[config.mk]
export PLATFORM = sky130hd
export DESIGN_NAME = height_map_fan_tessellator_unit_flat
export DESIGN_NICKNAME = d
export VERILOG_FILES = /design/src/rtl/hmfan_pkg.sv /design/src/rtl/hmfan_in_if.sv /design/src/rtl/hmfan_out_if.sv /design/src/rtl/hmfan_front.sv /design/src/rtl/hmfan_fifo.sv /design/src/rtl/hmfan_back.sv /design/src/rtl/height_map_fan_tessellator_unit.sv /design/src/flat_wrapper.sv
export SDC_FILE = /design/constraint.sdc
export NUM_CORES = 2
export LEC_CHECK = 0
export BUFFER_PORTS_ARGS = -buffer_cell sky130_fd_sc_hd__buf_2
export CAP_MARGIN = 30
export CORE_MARGIN = 5
export CORE_UTILIZATION = 60
export CTS_BUF_LIST = sky130_fd_sc_hd__clkbuf_4 sky130_fd_sc_hd__clkbuf_8
export CTS_CLUSTER_DIAMETER = 80
export DETAILED_ROUTE_END_ITERATION = 12
export GPL_TIMING_DRIVEN = 0
export HOLD_SLACK_MARGIN = 0.02
export PLACE_DENSITY = 0.76
export SETUP_SLACK_MARGIN = 0.2
export SYNTH_ARGS = -nofsm -noshare
export SYNTH_HDL_FRONTEND = slang
export SYNTH_HIERARCHICAL = 1
export SYNTH_SLANG_ARGS = --single-unit
[constraint.sdc]
create_clock -name clk -period 38.7 [get_ports clk]
set_clock_uncertainty 0.2 [all_clocks]
set_input_delay 9.675 -clock clk [delete_from_list [all_inputs] [get_ports clk]]
set_output_delay 9.675 -clock clk [all_outputs]
set_load 0.01 [all_outputs]
[src/rtl/hmfan_pkg.sv]
`default_nettype none

package hmfan_pkg;

	localparam int HEIGHT_BITS = 16;
	localparam int COLOR_BITS = 16;
	localparam int IDX_W = 12;
	localparam int DIM_W = 13;
	localparam int ZS_W = 16;
	localparam int Z_W = 34;
	localparam int COLOR_OUT_W = 16;
	localparam int PAIRS = 4;
	localparam int QUEUE_DEPTH = 4;
	localparam int APB_ADDR_W = 4;
	localparam int APB_DATA_W = 32;

	localparam logic [DIM_W-1:0] GRID_WIDTH_RST = 13'd1;
	localparam logic [DIM_W-1:0] GRID_HEIGHT_RST = 13'd1;
	localparam logic [ZS_W-1:0] Z_SCALE_RST = 16'd256;

	typedef enum logic [1:0] {
		REG_GRID_WIDTH = 2'd0,
		REG_GRID_HEIGHT = 2'd1,
		REG_Z_SCALE = 2'd2,
		REG_GRAY_MODE = 2'd3
	} reg_idx_t;

	typedef struct packed {
		logic [DIM_W-1:0] grid_width;
		logic [DIM_W-1:0] grid_height;
		logic signed [ZS_W-1:0] z_scale;
		logic gray_mode;
	} cfg_t;

	typedef struct packed {
		logic full;
		logic empty;
	} fifo_stat_t;

	// Width of one fan record in the queue: position, pair mask, last flag,
	// three columns of three heights and the center color.
	function automatic int fan_bits(int hb, int cb);
		return 2 * IDX_W + PAIRS + 1 + 9 * hb + 3 * cb;
	endfunction

endpackage

`default_nettype wire

[src/rtl/hmfan_in_if.sv]
`default_nettype none

interface hmfan_in_if #(
	parameter int HB = hmfan_pkg::HEIGHT_BITS,
	parameter int CB = hmfan_pkg::COLOR_BITS
);
	logic valid;
	logic ready;
	logic [hmfan_pkg::IDX_W-1:0] col_index;
	logic [hmfan_pkg::IDX_W-1:0] row_index;
	logic signed [HB-1:0] height_above;
	logic signed [HB-1:0] height_here;
	logic signed [HB-1:0] height_below;
	logic [CB-1:0] red_in;
	logic [CB-1:0] green_in;
	logic [CB-1:0] blue_in;

	modport source (
		output valid, col_index, row_index, height_above, height_here, height_below,
		output red_in, green_in, blue_in,
		input ready
	);
	modport sink (
		input valid, col_index, row_index, height_above, height_here, height_below,
		input red_in, green_in, blue_in,
		output ready
	);
endinterface

`default_nettype wire

[src/rtl/hmfan_out_if.sv]
`default_nettype none

interface hmfan_out_if;
	logic valid;
	logic ready;
	logic [hmfan_pkg::IDX_W-1:0] node_col;
	logic [hmfan_pkg::IDX_W-1:0] node_row;
	logic [2:0] tri_index;
	logic signed [hmfan_pkg::Z_W-1:0] z_first;
	logic signed [hmfan_pkg::Z_W-1:0] z_second;
	logic signed [hmfan_pkg::Z_W-1:0] z_third;
	logic [hmfan_pkg::COLOR_OUT_W-1:0] red_out;
	logic [hmfan_pkg::COLOR_OUT_W-1:0] green_out;
	logic [hmfan_pkg::COLOR_OUT_W-1:0] blue_out;
	logic last_of_run;

	modport source (
		output valid, node_col, node_row, tri_index, z_first, z_second, z_third,
		output red_out, green_out, blue_out, last_of_run,
		input ready
	);
	modport sink (
		input valid, node_col, node_row, tri_index, z_first, z_second, z_third,
		input red_out, green_out, blue_out, last_of_run,
		output ready
	);
endinterface

`default_nettype wire

[src/rtl/hmfan_front.sv]
`default_nettype none

module hmfan_front #(
	parameter int HB = hmfan_pkg::HEIGHT_BITS,
	parameter int CB = hmfan_pkg::COLOR_BITS,
	localparam int EW = hmfan_pkg::fan_bits(HB, CB)
) (
	input wire logic clk,
	input wire logic arst_n,
	input wire hmfan_pkg::cfg_t cfg,
	hmfan_in_if.sink in_ch,
	input wire hmfan_pkg::fifo_stat_t q_stat,
	output logic push,
	output logic [EW-1:0] push_data
);

	typedef struct packed {
		logic [hmfan_pkg::IDX_W-1:0] col;
		logic [hmfan_pkg::IDX_W-1:0] row;
		logic [hmfan_pkg::PAIRS-1:0] pairs;
		logic last;
		logic [2:0][HB-1:0] lh;
		logic [2:0][HB-1:0] mh;
		logic [2:0][HB-1:0] rh;
		logic [2:0][CB-1:0] color;
	} fan_t;

	logic [2:0][HB-1:0] left_q;
	logic [2:0][HB-1:0] mid_q;
	logic [2:0][CB-1:0] mid_color_q;
	logic [2:0][HB-1:0] here;
	logic [2:0][CB-1:0] here_color;
	logic pend_q;
	fan_t pend_fan_q;
	fan_t fan_a;
	fan_t fan_b;
	logic accept;
	logic has_a;
	logic has_b;
	logic hu, hd, hl_a, hr_a, hl_b;
	logic [hmfan_pkg::DIM_W-1:0] x_ext;
	logic [hmfan_pkg::DIM_W-1:0] y_ext;

	always_comb begin
		here[0] = in_ch.height_above;
		here[1] = in_ch.height_here;
		here[2] = in_ch.height_below;
		here_color[0] = in_ch.red_in;
		here_color[1] = in_ch.green_in;
		here_color[2] = in_ch.blue_in;

		x_ext = {1'b0, in_ch.col_index};
		y_ext = {1'b0, in_ch.row_index};
		hu = (in_ch.row_index != '0);
		hd = ((y_ext + 13'd1) < cfg.grid_height);

		// Fan of the previous column's node.
		hl_a = (x_ext > 13'd1);
		hr_a = (x_ext < cfg.grid_width);
		fan_a.col = in_ch.col_index - 12'd1;
		fan_a.row = in_ch.row_index;
		fan_a.pairs = (in_ch.col_index != '0) ?
			{hd & hl_a, hd & hr_a, hu & hr_a, hu & hl_a} : '0;
		fan_a.lh = left_q;
		fan_a.mh = mid_q;
		fan_a.rh = here;
		fan_a.color = mid_color_q;

		// Fan of this node, only on the last column; it has no right side.
		hl_b = (in_ch.col_index != '0);
		fan_b.col = in_ch.col_index;
		fan_b.row = in_ch.row_index;
		fan_b.pairs = ((x_ext + 13'd1) == cfg.grid_width) ?
			{hd & hl_b, 1'b0, 1'b0, hu & hl_b} : '0;
		fan_b.last = 1'b1;
		fan_b.lh = mid_q;
		fan_b.mh = here;
		fan_b.rh = here;
		fan_b.color = here_color;

		has_a = (fan_a.pairs != '0);
		has_b = (fan_b.pairs != '0);
		fan_a.last = !has_b;

		in_ch.ready = !pend_q && !q_stat.full;
		accept = in_ch.valid && in_ch.ready;

		push = 1'b0;
		push_data = fan_a;
		if (pend_q) begin
			push = !q_stat.full;
			push_data = pend_fan_q;
		end else if (accept && has_a) begin
			push = 1'b1;
			push_data = fan_a;
		end else if (accept && has_b) begin
			push = 1'b1;
			push_data = fan_b;
		end
	end

	always_ff @(posedge clk or negedge arst_n) begin
		if (!arst_n) begin
			pend_q <= 1'b0;
		end else if (pend_q && !q_stat.full) begin
			pend_q <= 1'b0;
		end else if (accept && has_a && has_b) begin
			pend_q <= 1'b1;
		end
	end

	always_ff @(posedge clk) begin
		if (accept) begin
			left_q <= mid_q;
			mid_q <= here;
			mid_color_q <= here_color;
			if (has_a && has_b) begin
				pend_fan_q <= fan_b;
			end
		end
	end

endmodule

`default_nettype wire

[src/rtl/hmfan_fifo.sv]
`default_nettype none

module hmfan_fifo #(
	parameter int W = 8,
	parameter int DEPTH = hmfan_pkg::QUEUE_DEPTH,
	localparam int PTR_W = (DEPTH > 1) ? $clog2(DEPTH) : 1,
	localparam int CNT_W = $clog2(DEPTH + 1)
) (
	input wire logic clk,
	input wire logic arst_n,
	input wire logic push,
	input wire logic [W-1:0] wr_data,
	input wire logic pop,
	output logic [W-1:0] rd_data,
	output hmfan_pkg::fifo_stat_t stat
);

	logic [W-1:0] mem [DEPTH];
	logic [PTR_W-1:0] wr_ptr_q;
	logic [PTR_W-1:0] rd_ptr_q;
	logic [CNT_W-1:0] count_q;

	assign rd_data = mem[rd_ptr_q];
	assign stat.full = (count_q == CNT_W'(DEPTH));
	assign stat.empty = (count_q == '0);

	always_ff @(posedge clk or negedge arst_n) begin
		if (!arst_n) begin
			wr_ptr_q <= '0;
			rd_ptr_q <= '0;
			count_q <= '0;
		end else begin
			if (push) begin
				wr_ptr_q <= (wr_ptr_q == PTR_W'(DEPTH - 1)) ? '0 : wr_ptr_q + 1'b1;
			end
			if (pop) begin
				rd_ptr_q <= (rd_ptr_q == PTR_W'(DEPTH - 1)) ? '0 : rd_ptr_q + 1'b1;
			end
			if (push && !pop) begin
				count_q <= count_q + 1'b1;
			end else if (pop && !push) begin
				count_q <= count_q - 1'b1;
			end
		end
	end

	always_ff @(posedge clk) begin
		if (push) begin
			mem[wr_ptr_q] <= wr_data;
		end
	end

endmodule

`default_nettype wire

[src/rtl/hmfan_back.sv]
`default_nettype none

module hmfan_back #(
	parameter int HB = hmfan_pkg::HEIGHT_BITS,
	parameter int CB = hmfan_pkg::COLOR_BITS,
	localparam int EW = hmfan_pkg::fan_bits(HB, CB)
) (
	input wire logic clk,
	input wire logic arst_n,
	input wire hmfan_pkg::cfg_t cfg,
	input wire hmfan_pkg::fifo_stat_t q_stat,
	input wire logic [EW-1:0] head_data,
	output logic pop,
	hmfan_out_if.source out_ch
);

	localparam int SW = HB + 2;
	localparam int PW = hmfan_pkg::ZS_W + SW;

	typedef struct packed {
		logic [hmfan_pkg::IDX_W-1:0] col;
		logic [hmfan_pkg::IDX_W-1:0] row;
		logic [hmfan_pkg::PAIRS-1:0] pairs;
		logic last;
		logic [2:0][HB-1:0] lh;
		logic [2:0][HB-1:0] mh;
		logic [2:0][HB-1:0] rh;
		logic [2:0][CB-1:0] color;
	} fan_t;

	fan_t head;
	logic [hmfan_pkg::PAIRS-1:0] done_q;
	logic half_q;
	logic [hmfan_pkg::PAIRS-1:0] rem;
	logic [hmfan_pkg::PAIRS-1:0] rest;
	logic [1:0] cur_pair;
	logic final_pair;
	logic issue;
	logic s1_ready;
	logic s2_load;
	logic [2:0] tri_cur;
	logic [2:0] tri_next;
	logic signed [SW-1:0] ls [3];
	logic signed [SW-1:0] ms [3];
	logic signed [SW-1:0] rs [3];
	logic signed [SW-1:0] ring [8];

	logic s1_v;
	logic [hmfan_pkg::IDX_W-1:0] col_s1;
	logic [hmfan_pkg::IDX_W-1:0] row_s1;
	logic [2:0] tri_s1;
	logic signed [SW-1:0] z1s_s1;
	logic signed [SW-1:0] z2s_s1;
	logic signed [SW-1:0] z3s_s1;
	logic [hmfan_pkg::COLOR_OUT_W-1:0] red_s1;
	logic [hmfan_pkg::COLOR_OUT_W-1:0] green_s1;
	logic [hmfan_pkg::COLOR_OUT_W-1:0] blue_s1;
	logic last_s1;

	logic signed [PW-1:0] prod1;
	logic signed [PW-1:0] prod2;
	logic signed [PW-1:0] prod3;

	logic out_v_q;
	logic [hmfan_pkg::IDX_W-1:0] col_q;
	logic [hmfan_pkg::IDX_W-1:0] row_q;
	logic [2:0] tri_q;
	logic signed [hmfan_pkg::Z_W-1:0] z1_q;
	logic signed [hmfan_pkg::Z_W-1:0] z2_q;
	logic signed [hmfan_pkg::Z_W-1:0] z3_q;
	logic [hmfan_pkg::COLOR_OUT_W-1:0] red_q;
	logic [hmfan_pkg::COLOR_OUT_W-1:0] green_q;
	logic [hmfan_pkg::COLOR_OUT_W-1:0] blue_q;
	logic last_q;

	// Triangle sequencer: walks the set pairs of the head fan, two triangles
	// per pair, and pops the fan after the second triangle of its last pair.
	always_comb begin
		head = fan_t'(head_data);
		rem = head.pairs & ~done_q;
		if (rem[0]) begin
			cur_pair = 2'd0;
		end else if (rem[1]) begin
			cur_pair = 2'd1;
		end else if (rem[2]) begin
			cur_pair = 2'd2;
		end else begin
			cur_pair = 2'd3;
		end
		rest = rem & ~(4'b0001 << cur_pair);
		final_pair = (rest == '0);
		tri_cur = {cur_pair, half_q};
		tri_next = tri_cur + 3'd1;

		s2_load = !out_v_q || out_ch.ready;
		s1_ready = !s1_v || s2_load;
		issue = !q_stat.empty && s1_ready;
		pop = issue && half_q && final_pair;

		for (int i = 0; i < 3; i++) begin
			ls[i] = SW'($signed(head.lh[i]));
			ms[i] = SW'($signed(head.mh[i]));
			rs[i] = SW'($signed(head.rh[i]));
		end

		// Vertex height sums around the node, starting to the left and going
		// over the top; triangle t uses entries t and t+1, wrapping from entry 7 to entry 0.
		ring[0] = (ls[1] + ms[1]) <<< 1;
		ring[1] = ls[0] + ls[1] + ms[0] + ms[1];
		ring[2] = (ms[0] + ms[1]) <<< 1;
		ring[3] = ms[0] + ms[1] + rs[0] + rs[1];
		ring[4] = (ms[1] + rs[1]) <<< 1;
		ring[5] = ms[1] + ms[2] + rs[1] + rs[2];
		ring[6] = (ms[1] + ms[2]) <<< 1;
		ring[7] = ls[1] + ls[2] + ms[1] + ms[2];

		prod1 = $signed(cfg.z_scale) * z1s_s1;
		prod2 = $signed(cfg.z_scale) * z2s_s1;
		prod3 = $signed(cfg.z_scale) * z3s_s1;
	end

	always_ff @(posedge clk or negedge arst_n) begin
		if (!arst_n) begin
			done_q <= '0;
			half_q <= 1'b0;
			s1_v <= 1'b0;
			out_v_q <= 1'b0;
		end else begin
			if (issue) begin
				half_q <= !half_q;
				if (half_q) begin
					done_q <= final_pair ? '0 : (done_q | (4'b0001 << cur_pair));
				end
			end
			if (s1_ready) begin
				s1_v <= issue;
			end
			if (s2_load) begin
				out_v_q <= s1_v;
			end
		end
	end

	always_ff @(posedge clk) begin
		if (issue) begin
			col_s1 <= head.col;
			row_s1 <= head.row;
			tri_s1 <= tri_cur;
			z1s_s1 <= ms[1] <<< 2;
			z2s_s1 <= ring[tri_cur];
			z3s_s1 <= ring[tri_next];
			red_s1 <= hmfan_pkg::COLOR_OUT_W'(head.color[0]);
			green_s1 <= hmfan_pkg::COLOR_OUT_W'(cfg.gray_mode ? head.color[0] : head.color[1]);
			blue_s1 <= hmfan_pkg::COLOR_OUT_W'(cfg.gray_mode ? head.color[0] : head.color[2]);
			last_s1 <= head.last && final_pair && half_q;
		end
		if (s2_load && s1_v) begin
			col_q <= col_s1;
			row_q <= row_s1;
			tri_q <= tri_s1;
			z1_q <= hmfan_pkg::Z_W'(prod1);
			z2_q <= hmfan_pkg::Z_W'(prod2);
			z3_q <= hmfan_pkg::Z_W'(prod3);
			red_q <= red_s1;
			green_q <= green_s1;
			blue_q <= blue_s1;
			last_q <= last_s1;
		end
	end

	assign out_ch.valid = out_v_q;
	assign out_ch.node_col = col_q;
	assign out_ch.node_row = row_q;
	assign out_ch.tri_index = tri_q;
	assign out_ch.z_first = z1_q;
	assign out_ch.z_second = z2_q;
	assign out_ch.z_third = z3_q;
	assign out_ch.red_out = red_q;
	assign out_ch.green_out = green_q;
	assign out_ch.blue_out = blue_q;
	assign out_ch.last_of_run = last_q;

endmodule

`default_nettype wire

[src/rtl/height_map_fan_tessellator_unit.sv]
// Throughput: one triangle per cycle while the receiver is ready; an item that yields two fans
// holds the input until its second fan is queued, and a full queue stalls the input.
// Reset (arst_n low, asynchronous): handshake and sequencer state clear, registers return
// to width 1, height 1, scale 1.0, color mode; the stored columns stay undefined.
`default_nettype none

module height_map_fan_tessellator_unit #(
	parameter int HEIGHT_BITS = hmfan_pkg::HEIGHT_BITS,
	parameter int COLOR_BITS = hmfan_pkg::COLOR_BITS
) (
	input wire logic clk,
	input wire logic arst_n,
	input wire logic psel,
	input wire logic penable,
	input wire logic pwrite,
	input wire logic [hmfan_pkg::APB_ADDR_W-1:0] paddr,
	input wire logic [hmfan_pkg::APB_DATA_W-1:0] pwdata,
	output logic [hmfan_pkg::APB_DATA_W-1:0] prdata,
	output logic pready,
	hmfan_in_if.sink in_ch,
	hmfan_out_if.source out_ch
);

	// One queue record carries a whole fan: where the node is, which of its
	// four triangle pairs lie inside the grid, the three height columns
	// around it and its color.
	localparam int EW = hmfan_pkg::fan_bits(HEIGHT_BITS, COLOR_BITS);

	hmfan_pkg::cfg_t cfg_q;
	hmfan_pkg::reg_idx_t reg_idx;
	hmfan_pkg::fifo_stat_t q_stat;
	logic cfg_wr;
	logic push;
	logic pop;
	logic [EW-1:0] push_data;
	logic [EW-1:0] head_data;

	// Configuration port. Writes land on the access phase; there are no wait
	// states. The registers are to be written only while the block is idle; the block does not enforce this.
	assign pready = 1'b1;
	assign cfg_wr = psel && penable && pwrite;
	assign reg_idx = hmfan_pkg::reg_idx_t'(paddr[hmfan_pkg::APB_ADDR_W-1:2]);

	always_ff @(posedge clk or negedge arst_n) begin
		if (!arst_n) begin
			cfg_q.grid_width <= hmfan_pkg::GRID_WIDTH_RST;
			cfg_q.grid_height <= hmfan_pkg::GRID_HEIGHT_RST;
			cfg_q.z_scale <= hmfan_pkg::Z_SCALE_RST;
			cfg_q.gray_mode <= 1'b0;
		end else if (cfg_wr) begin
			case (reg_idx)
				hmfan_pkg::REG_GRID_WIDTH: begin
					cfg_q.grid_width <= pwdata[hmfan_pkg::DIM_W-1:0];
				end
				hmfan_pkg::REG_GRID_HEIGHT: begin
					cfg_q.grid_height <= pwdata[hmfan_pkg::DIM_W-1:0];
				end
				hmfan_pkg::REG_Z_SCALE: begin
					cfg_q.z_scale <= pwdata[hmfan_pkg::ZS_W-1:0];
				end
				hmfan_pkg::REG_GRAY_MODE: begin
					cfg_q.gray_mode <= pwdata[0];
				end
				default: begin
				end
			endcase
		end
	end

	always_comb begin
		case (reg_idx)
			hmfan_pkg::REG_GRID_WIDTH: begin
				prdata = hmfan_pkg::APB_DATA_W'(cfg_q.grid_width);
			end
			hmfan_pkg::REG_GRID_HEIGHT: begin
				prdata = hmfan_pkg::APB_DATA_W'(cfg_q.grid_height);
			end
			hmfan_pkg::REG_Z_SCALE: begin
				prdata = hmfan_pkg::APB_DATA_W'(unsigned'(cfg_q.z_scale));
			end
			hmfan_pkg::REG_GRAY_MODE: begin
				prdata = hmfan_pkg::APB_DATA_W'(cfg_q.gray_mode);
			end
			default: begin
				prdata = '0;
			end
		endcase
	end

	// Front end: takes one column item per cycle unless the queue is full or a second fan
	// is pending, keeps the two previous columns and turns each item into at most two fan
	// records (the fan of the previous node and, on the last column, the fan of this node).
	hmfan_front #(
		.HB(HEIGHT_BITS),
		.CB(COLOR_BITS)
	) u_front (
		.clk(clk),
		.arst_n(arst_n),
		.cfg(cfg_q),
		.in_ch(in_ch),
		.q_stat(q_stat),
		.push(push),
		.push_data(push_data)
	);

	// Fan queue: lets the front keep taking items while the back end is
	// still emitting the triangles of earlier fans.
	hmfan_fifo #(
		.W(EW),
		.DEPTH(hmfan_pkg::QUEUE_DEPTH)
	) u_fifo (
		.clk(clk),
		.arst_n(arst_n),
		.push(push),
		.wr_data(push_data),
		.pop(pop),
		.rd_data(head_data),
		.stat(q_stat)
	);

	// Back end: one triangle per cycle while the receiver is ready, vertex sums in the first
	// stage and the scale multiply into the output register in the second.
	hmfan_back #(
		.HB(HEIGHT_BITS),
		.CB(COLOR_BITS)
	) u_back (
		.clk(clk),
		.arst_n(arst_n),
		.cfg(cfg_q),
		.q_stat(q_stat),
		.head_data(head_data),
		.pop(pop),
		.out_ch(out_ch)
	);

endmodule

`default_nettype wire

[src/flat_wrapper.sv]
// flat-port wrapper written by rule: the top's interface ports become plain ports
module height_map_fan_tessellator_unit_flat 
#(
	parameter int HEIGHT_BITS = hmfan_pkg::HEIGHT_BITS,
	parameter int COLOR_BITS = hmfan_pkg::COLOR_BITS
)
  (clk, arst_n, psel, penable, pwrite, paddr, pwdata, prdata, pready, in_ch_valid, in_ch_col_index, in_ch_row_index, in_ch_height_above, in_ch_height_here, in_ch_height_below, in_ch_red_in, in_ch_green_in, in_ch_blue_in, in_ch_ready, out_ch_valid, out_ch_node_col, out_ch_node_row, out_ch_tri_index, out_ch_z_first, out_ch_z_second, out_ch_z_third, out_ch_red_out, out_ch_green_out, out_ch_blue_out, out_ch_last_of_run, out_ch_ready);
  hmfan_in_if in_ch_i ();
  hmfan_out_if out_ch_i ();
  input wire logic clk;
  input wire logic arst_n;
  input wire logic psel;
  input wire logic penable;
  input wire logic pwrite;
  input wire logic [hmfan_pkg::APB_ADDR_W-1:0] paddr;
  input wire logic [hmfan_pkg::APB_DATA_W-1:0] pwdata;
  output logic [hmfan_pkg::APB_DATA_W-1:0] prdata;
  output logic pready;
  input wire logic [$bits(in_ch_i.valid)-1:0] in_ch_valid;
  input wire logic [$bits(in_ch_i.col_index)-1:0] in_ch_col_index;
  input wire logic [$bits(in_ch_i.row_index)-1:0] in_ch_row_index;
  input wire logic [$bits(in_ch_i.height_above)-1:0] in_ch_height_above;
  input wire logic [$bits(in_ch_i.height_here)-1:0] in_ch_height_here;
  input wire logic [$bits(in_ch_i.height_below)-1:0] in_ch_height_below;
  input wire logic [$bits(in_ch_i.red_in)-1:0] in_ch_red_in;
  input wire logic [$bits(in_ch_i.green_in)-1:0] in_ch_green_in;
  input wire logic [$bits(in_ch_i.blue_in)-1:0] in_ch_blue_in;
  output wire logic [$bits(in_ch_i.ready)-1:0] in_ch_ready;
  output wire logic [$bits(out_ch_i.valid)-1:0] out_ch_valid;
  output wire logic [$bits(out_ch_i.node_col)-1:0] out_ch_node_col;
  output wire logic [$bits(out_ch_i.node_row)-1:0] out_ch_node_row;
  output wire logic [$bits(out_ch_i.tri_index)-1:0] out_ch_tri_index;
  output wire logic [$bits(out_ch_i.z_first)-1:0] out_ch_z_first;
  output wire logic [$bits(out_ch_i.z_second)-1:0] out_ch_z_second;
  output wire logic [$bits(out_ch_i.z_third)-1:0] out_ch_z_third;
  output wire logic [$bits(out_ch_i.red_out)-1:0] out_ch_red_out;
  output wire logic [$bits(out_ch_i.green_out)-1:0] out_ch_green_out;
  output wire logic [$bits(out_ch_i.blue_out)-1:0] out_ch_blue_out;
  output wire logic [$bits(out_ch_i.last_of_run)-1:0] out_ch_last_of_run;
  input wire logic [$bits(out_ch_i.ready)-1:0] out_ch_ready;
  assign in_ch_i.valid = in_ch_valid;
  assign in_ch_i.col_index = in_ch_col_index;
  assign in_ch_i.row_index = in_ch_row_index;
  assign in_ch_i.height_above = in_ch_height_above;
  assign in_ch_i.height_here = in_ch_height_here;
  assign in_ch_i.height_below = in_ch_height_below;
  assign in_ch_i.red_in = in_ch_red_in;
  assign in_ch_i.green_in = in_ch_green_in;
  assign in_ch_i.blue_in = in_ch_blue_in;
  assign in_ch_ready = in_ch_i.ready;
  assign out_ch_valid = out_ch_i.valid;
  assign out_ch_node_col = out_ch_i.node_col;
  assign out_ch_node_row = out_ch_i.node_row;
  assign out_ch_tri_index = out_ch_i.tri_index;
  assign out_ch_z_first = out_ch_i.z_first;
  assign out_ch_z_second = out_ch_i.z_second;
  assign out_ch_z_third = out_ch_i.z_third;
  assign out_ch_red_out = out_ch_i.red_out;
  assign out_ch_green_out = out_ch_i.green_out;
  assign out_ch_blue_out = out_ch_i.blue_out;
  assign out_ch_last_of_run = out_ch_i.last_of_run;
  assign out_ch_i.ready = out_ch_ready;
  height_map_fan_tessellator_unit #(.HEIGHT_BITS(HEIGHT_BITS), .COLOR_BITS(COLOR_BITS)) u_core (.clk(clk), .arst_n(arst_n), .psel(psel), .penable(penable), .pwrite(pwrite), .paddr(paddr), .pwdata(pwdata), .prdata(prdata), .pready(pready), .in_ch(in_ch_i), .out_ch(out_ch_i));
endmodule
==> impl_metrics.json <==
{
  "status": "finished, final reports clean",
  "rsz0062_at_grt": "no",
  "ys_ff_latch": 1560,
  "final_cell_mix": "1,502 x edfxtp_1, 1,215 x inv_1, 949 x fa_1",
  "synth-simple-area-share_pct": 7.87,
  "num_rows": 150,
  "mostFrequentLayoutCell": "edfxtp_1",
  "track_usage_pct": 32.9,
  "clockBufferDepth": 3,
  "critPathMaxFanout": 10,
  "critical_path_class": "in2out",
  "avgSynthCellArea_um2": 13.1,
  "die_area_mm2": 0.177,
  "synth_ff_type": "edfxtp_1",
  "cts_root_buffer": "clkbuf_8",
  "dr_total_vias": 64400,
  "ctsResizeCount": 0,
  "synth.distinct_cells": 100,
  "syn-instance-count": 7719,
  "synth_compound_area_share_pct": 5.32,
  "crit_path_end_kind": "primary output",
  "cts_sinks": 1560,
  "r2r_slack_ns": 30.12,
  "grtUsageMet3_pct": 5.17,
  "drc": 0,
  "cts_inserted_buffers": 236,
  "grt_pass1_wl_um": 425000,
  "max_freq_mhz": 47.7,
  "synth.cell_area_mm2": 0.101,
  "ioPinCount": 376,
  "ctsHoldBuffers": 0,
  "drtIter0Drc": 5937,
  "die_w_um": 421,
  "post-route-util_pct": 66.7,
  "clk_latency_ns": 1.03,
  "synth_edf_count": 1502,
  "post-route-min-period_ns": 20.98,
  "use_met1_pct": 42.6,
  "syn2layout_area_growth_pct": 10.4,
  "globalplace.congestion": 1.07,
  "use_met2_pct": 53.3,
  "first_pass_iters": 6,
  "crit_required_ns": 28.83,
  "synthArstFlopShare_pct": 3.72,
  "synth_top_family_by_area": "adder cells",
  "cp-start-kind": "input pin",
  "synth_mux_area_share_pct": 8.45,
  "routed_wl_um": 287000,
  "grt_start_max_net_pins": 115,
  "finalSetupTns_ns": 0,
  "nets": 9904,
  "coreArea_mm2": 0.167,
  "fin_crit_sh_pct": 54.2,
  "synth_seq_area_share_pct": 46.0,
  "routedWlPerCell_um": 26.6,
  "start_util_pct": 60.5,
  "dp_hpwl_um": 222000,
  "ant_nets": 0,
  "synth-adder-area-share_pct": 24.0,
  "slew-limit-headroom_pct": 27.5,
  "yosysWarnings": 6,
  "slew_violations": 0,
  "busiest_layer": "met2",
  "clk_pin_slew_worst_paths_ns": 0.06,
  "cts_tree": "built",
  "port_buffers": 336,
  "cts.htree.levels": 4,
  "drive_above_1_share_pct": 14.5,
  "critPathArrivalTime_ns": 11.10,
  "first_global_vias": 67400,
  "finalHoldViolations": 0,
  "post_cts_buffers": 0,
  "antenna_found_initial": 28,
  "synth-xor-area-share_pct": 2.09,
  "setup_viol": 0,
  "die_h_um": 421,
  "hp-class": "reg2reg",
  "grt_overflow": 0,
  "worst_pin_slew_ns": 1.09,
  "max_cap_viol_count": 0,
  "vias_per_cell": 5.97
}
-- path summary, 6_finish.rpt --
path                       depth (start not counted)                                end                       from
max                                                6                          prdata[4]                   paddr[3]
min                                                0  u_core/u_back/out_ch.green_out[7]  u_core/u_back/green_s1[7]
max reg2reg                                       21  u_core/u_back/out_ch.z_second[32]           u_core/cfg_q[16]
min reg2reg                                        0  u_core/u_back/out_ch.green_out[7]  u_core/u_back/green_s1[7]
max in group asynchronous                          2                   u_core/cfg_q[17]                     arst_n
min in group asynchronous                          1                   u_core/cfg_q[41]                     arst_n
-- kinds of logic after synthesis --
family / count (synthesis)
AND/OR/NAND/NOR: 1633
XOR/XNOR: 242
buffers and inverters: 1544
other: 3
adder cells (fa/ha/maj): 1369
AO/OA/AOI/OAI: 867
multiplexers: 501
flip-flops: 1560
-- synthesized netlist by cell type (all sizes together) (172+ instances only) --
cell    instances  area share [%]
ha            420             5.2
o21ai         367             1.8
nand2         715             2.7
inv          1217             4.5
xnor2         174             1.5
fa            949              19
mux4          266             6.0
nor2          181            0.67
mux2i         172             1.7
and2          408             2.5
clkbuf        223            0.83
edfxtp       1502              45
-- metrics by stage --
step	worst slack, ns	std cells	hold slack (ns)	cell area, µm²
after floorplan	14.53	7735	0.200	101000
after global placement	5.43	10300	0.201	106000
after detailed placement	17.75	10300	0.205	107000
after CTS	17.73	10800	0.216	112000
after global routing	17.61	10800	0.226	112000
final	17.72	10800	0.215	112000
-- state kept, by name (all words and copies together) (netlist names), 18 cells and up --
signal,flops
u_core/cfg_q,43
u_core/u_back/out_ch.z_first,32
u_core/u_back/out_ch.z_second,34
u_core/u_back/out_ch.z_third,34
u_core/u_back/z2s_s1,18
u_core/u_back/z3s_s1,18
u_core/u_fifo/mem,884
u_core/u_front/fan_a,144
u_core/u_front/pend_fan_q,170
-- worst max-delay path, stage by stage --
cell and delay (ns):
clkbuf_2 0.16, nor2b_1 0.34, clkbuf_1 0.43, nand2_1 0.12, o21ai_0 0.16, buf_2 0.20
-- routing by layer --
layer | part of all wire [%] | up-vias
met2 | 48 | 3021
met4 | 7.0 | 2
met3 | 7.4 | 710
li1 | - | 27700
met5 | 0.0045 | -
met1 | 38 | 33000
-- final cells by class --
type	count	area, µm²
Fill cell	12000	55700
Multi-Input combinational cell	4631	48400
Sequential cell	1560	46600
Inverter	1218	4580
Clock buffer	338	4090
Timing Repair Buffer	399	2810
Tap cell	2204	2760
Buffer	326	1800
Clock inverter	87	704
Antenna cell	18	45.0
Power is not shown: default switching activity piles up to over one toggle a cycle in this logic, so the estimate is an artifact.
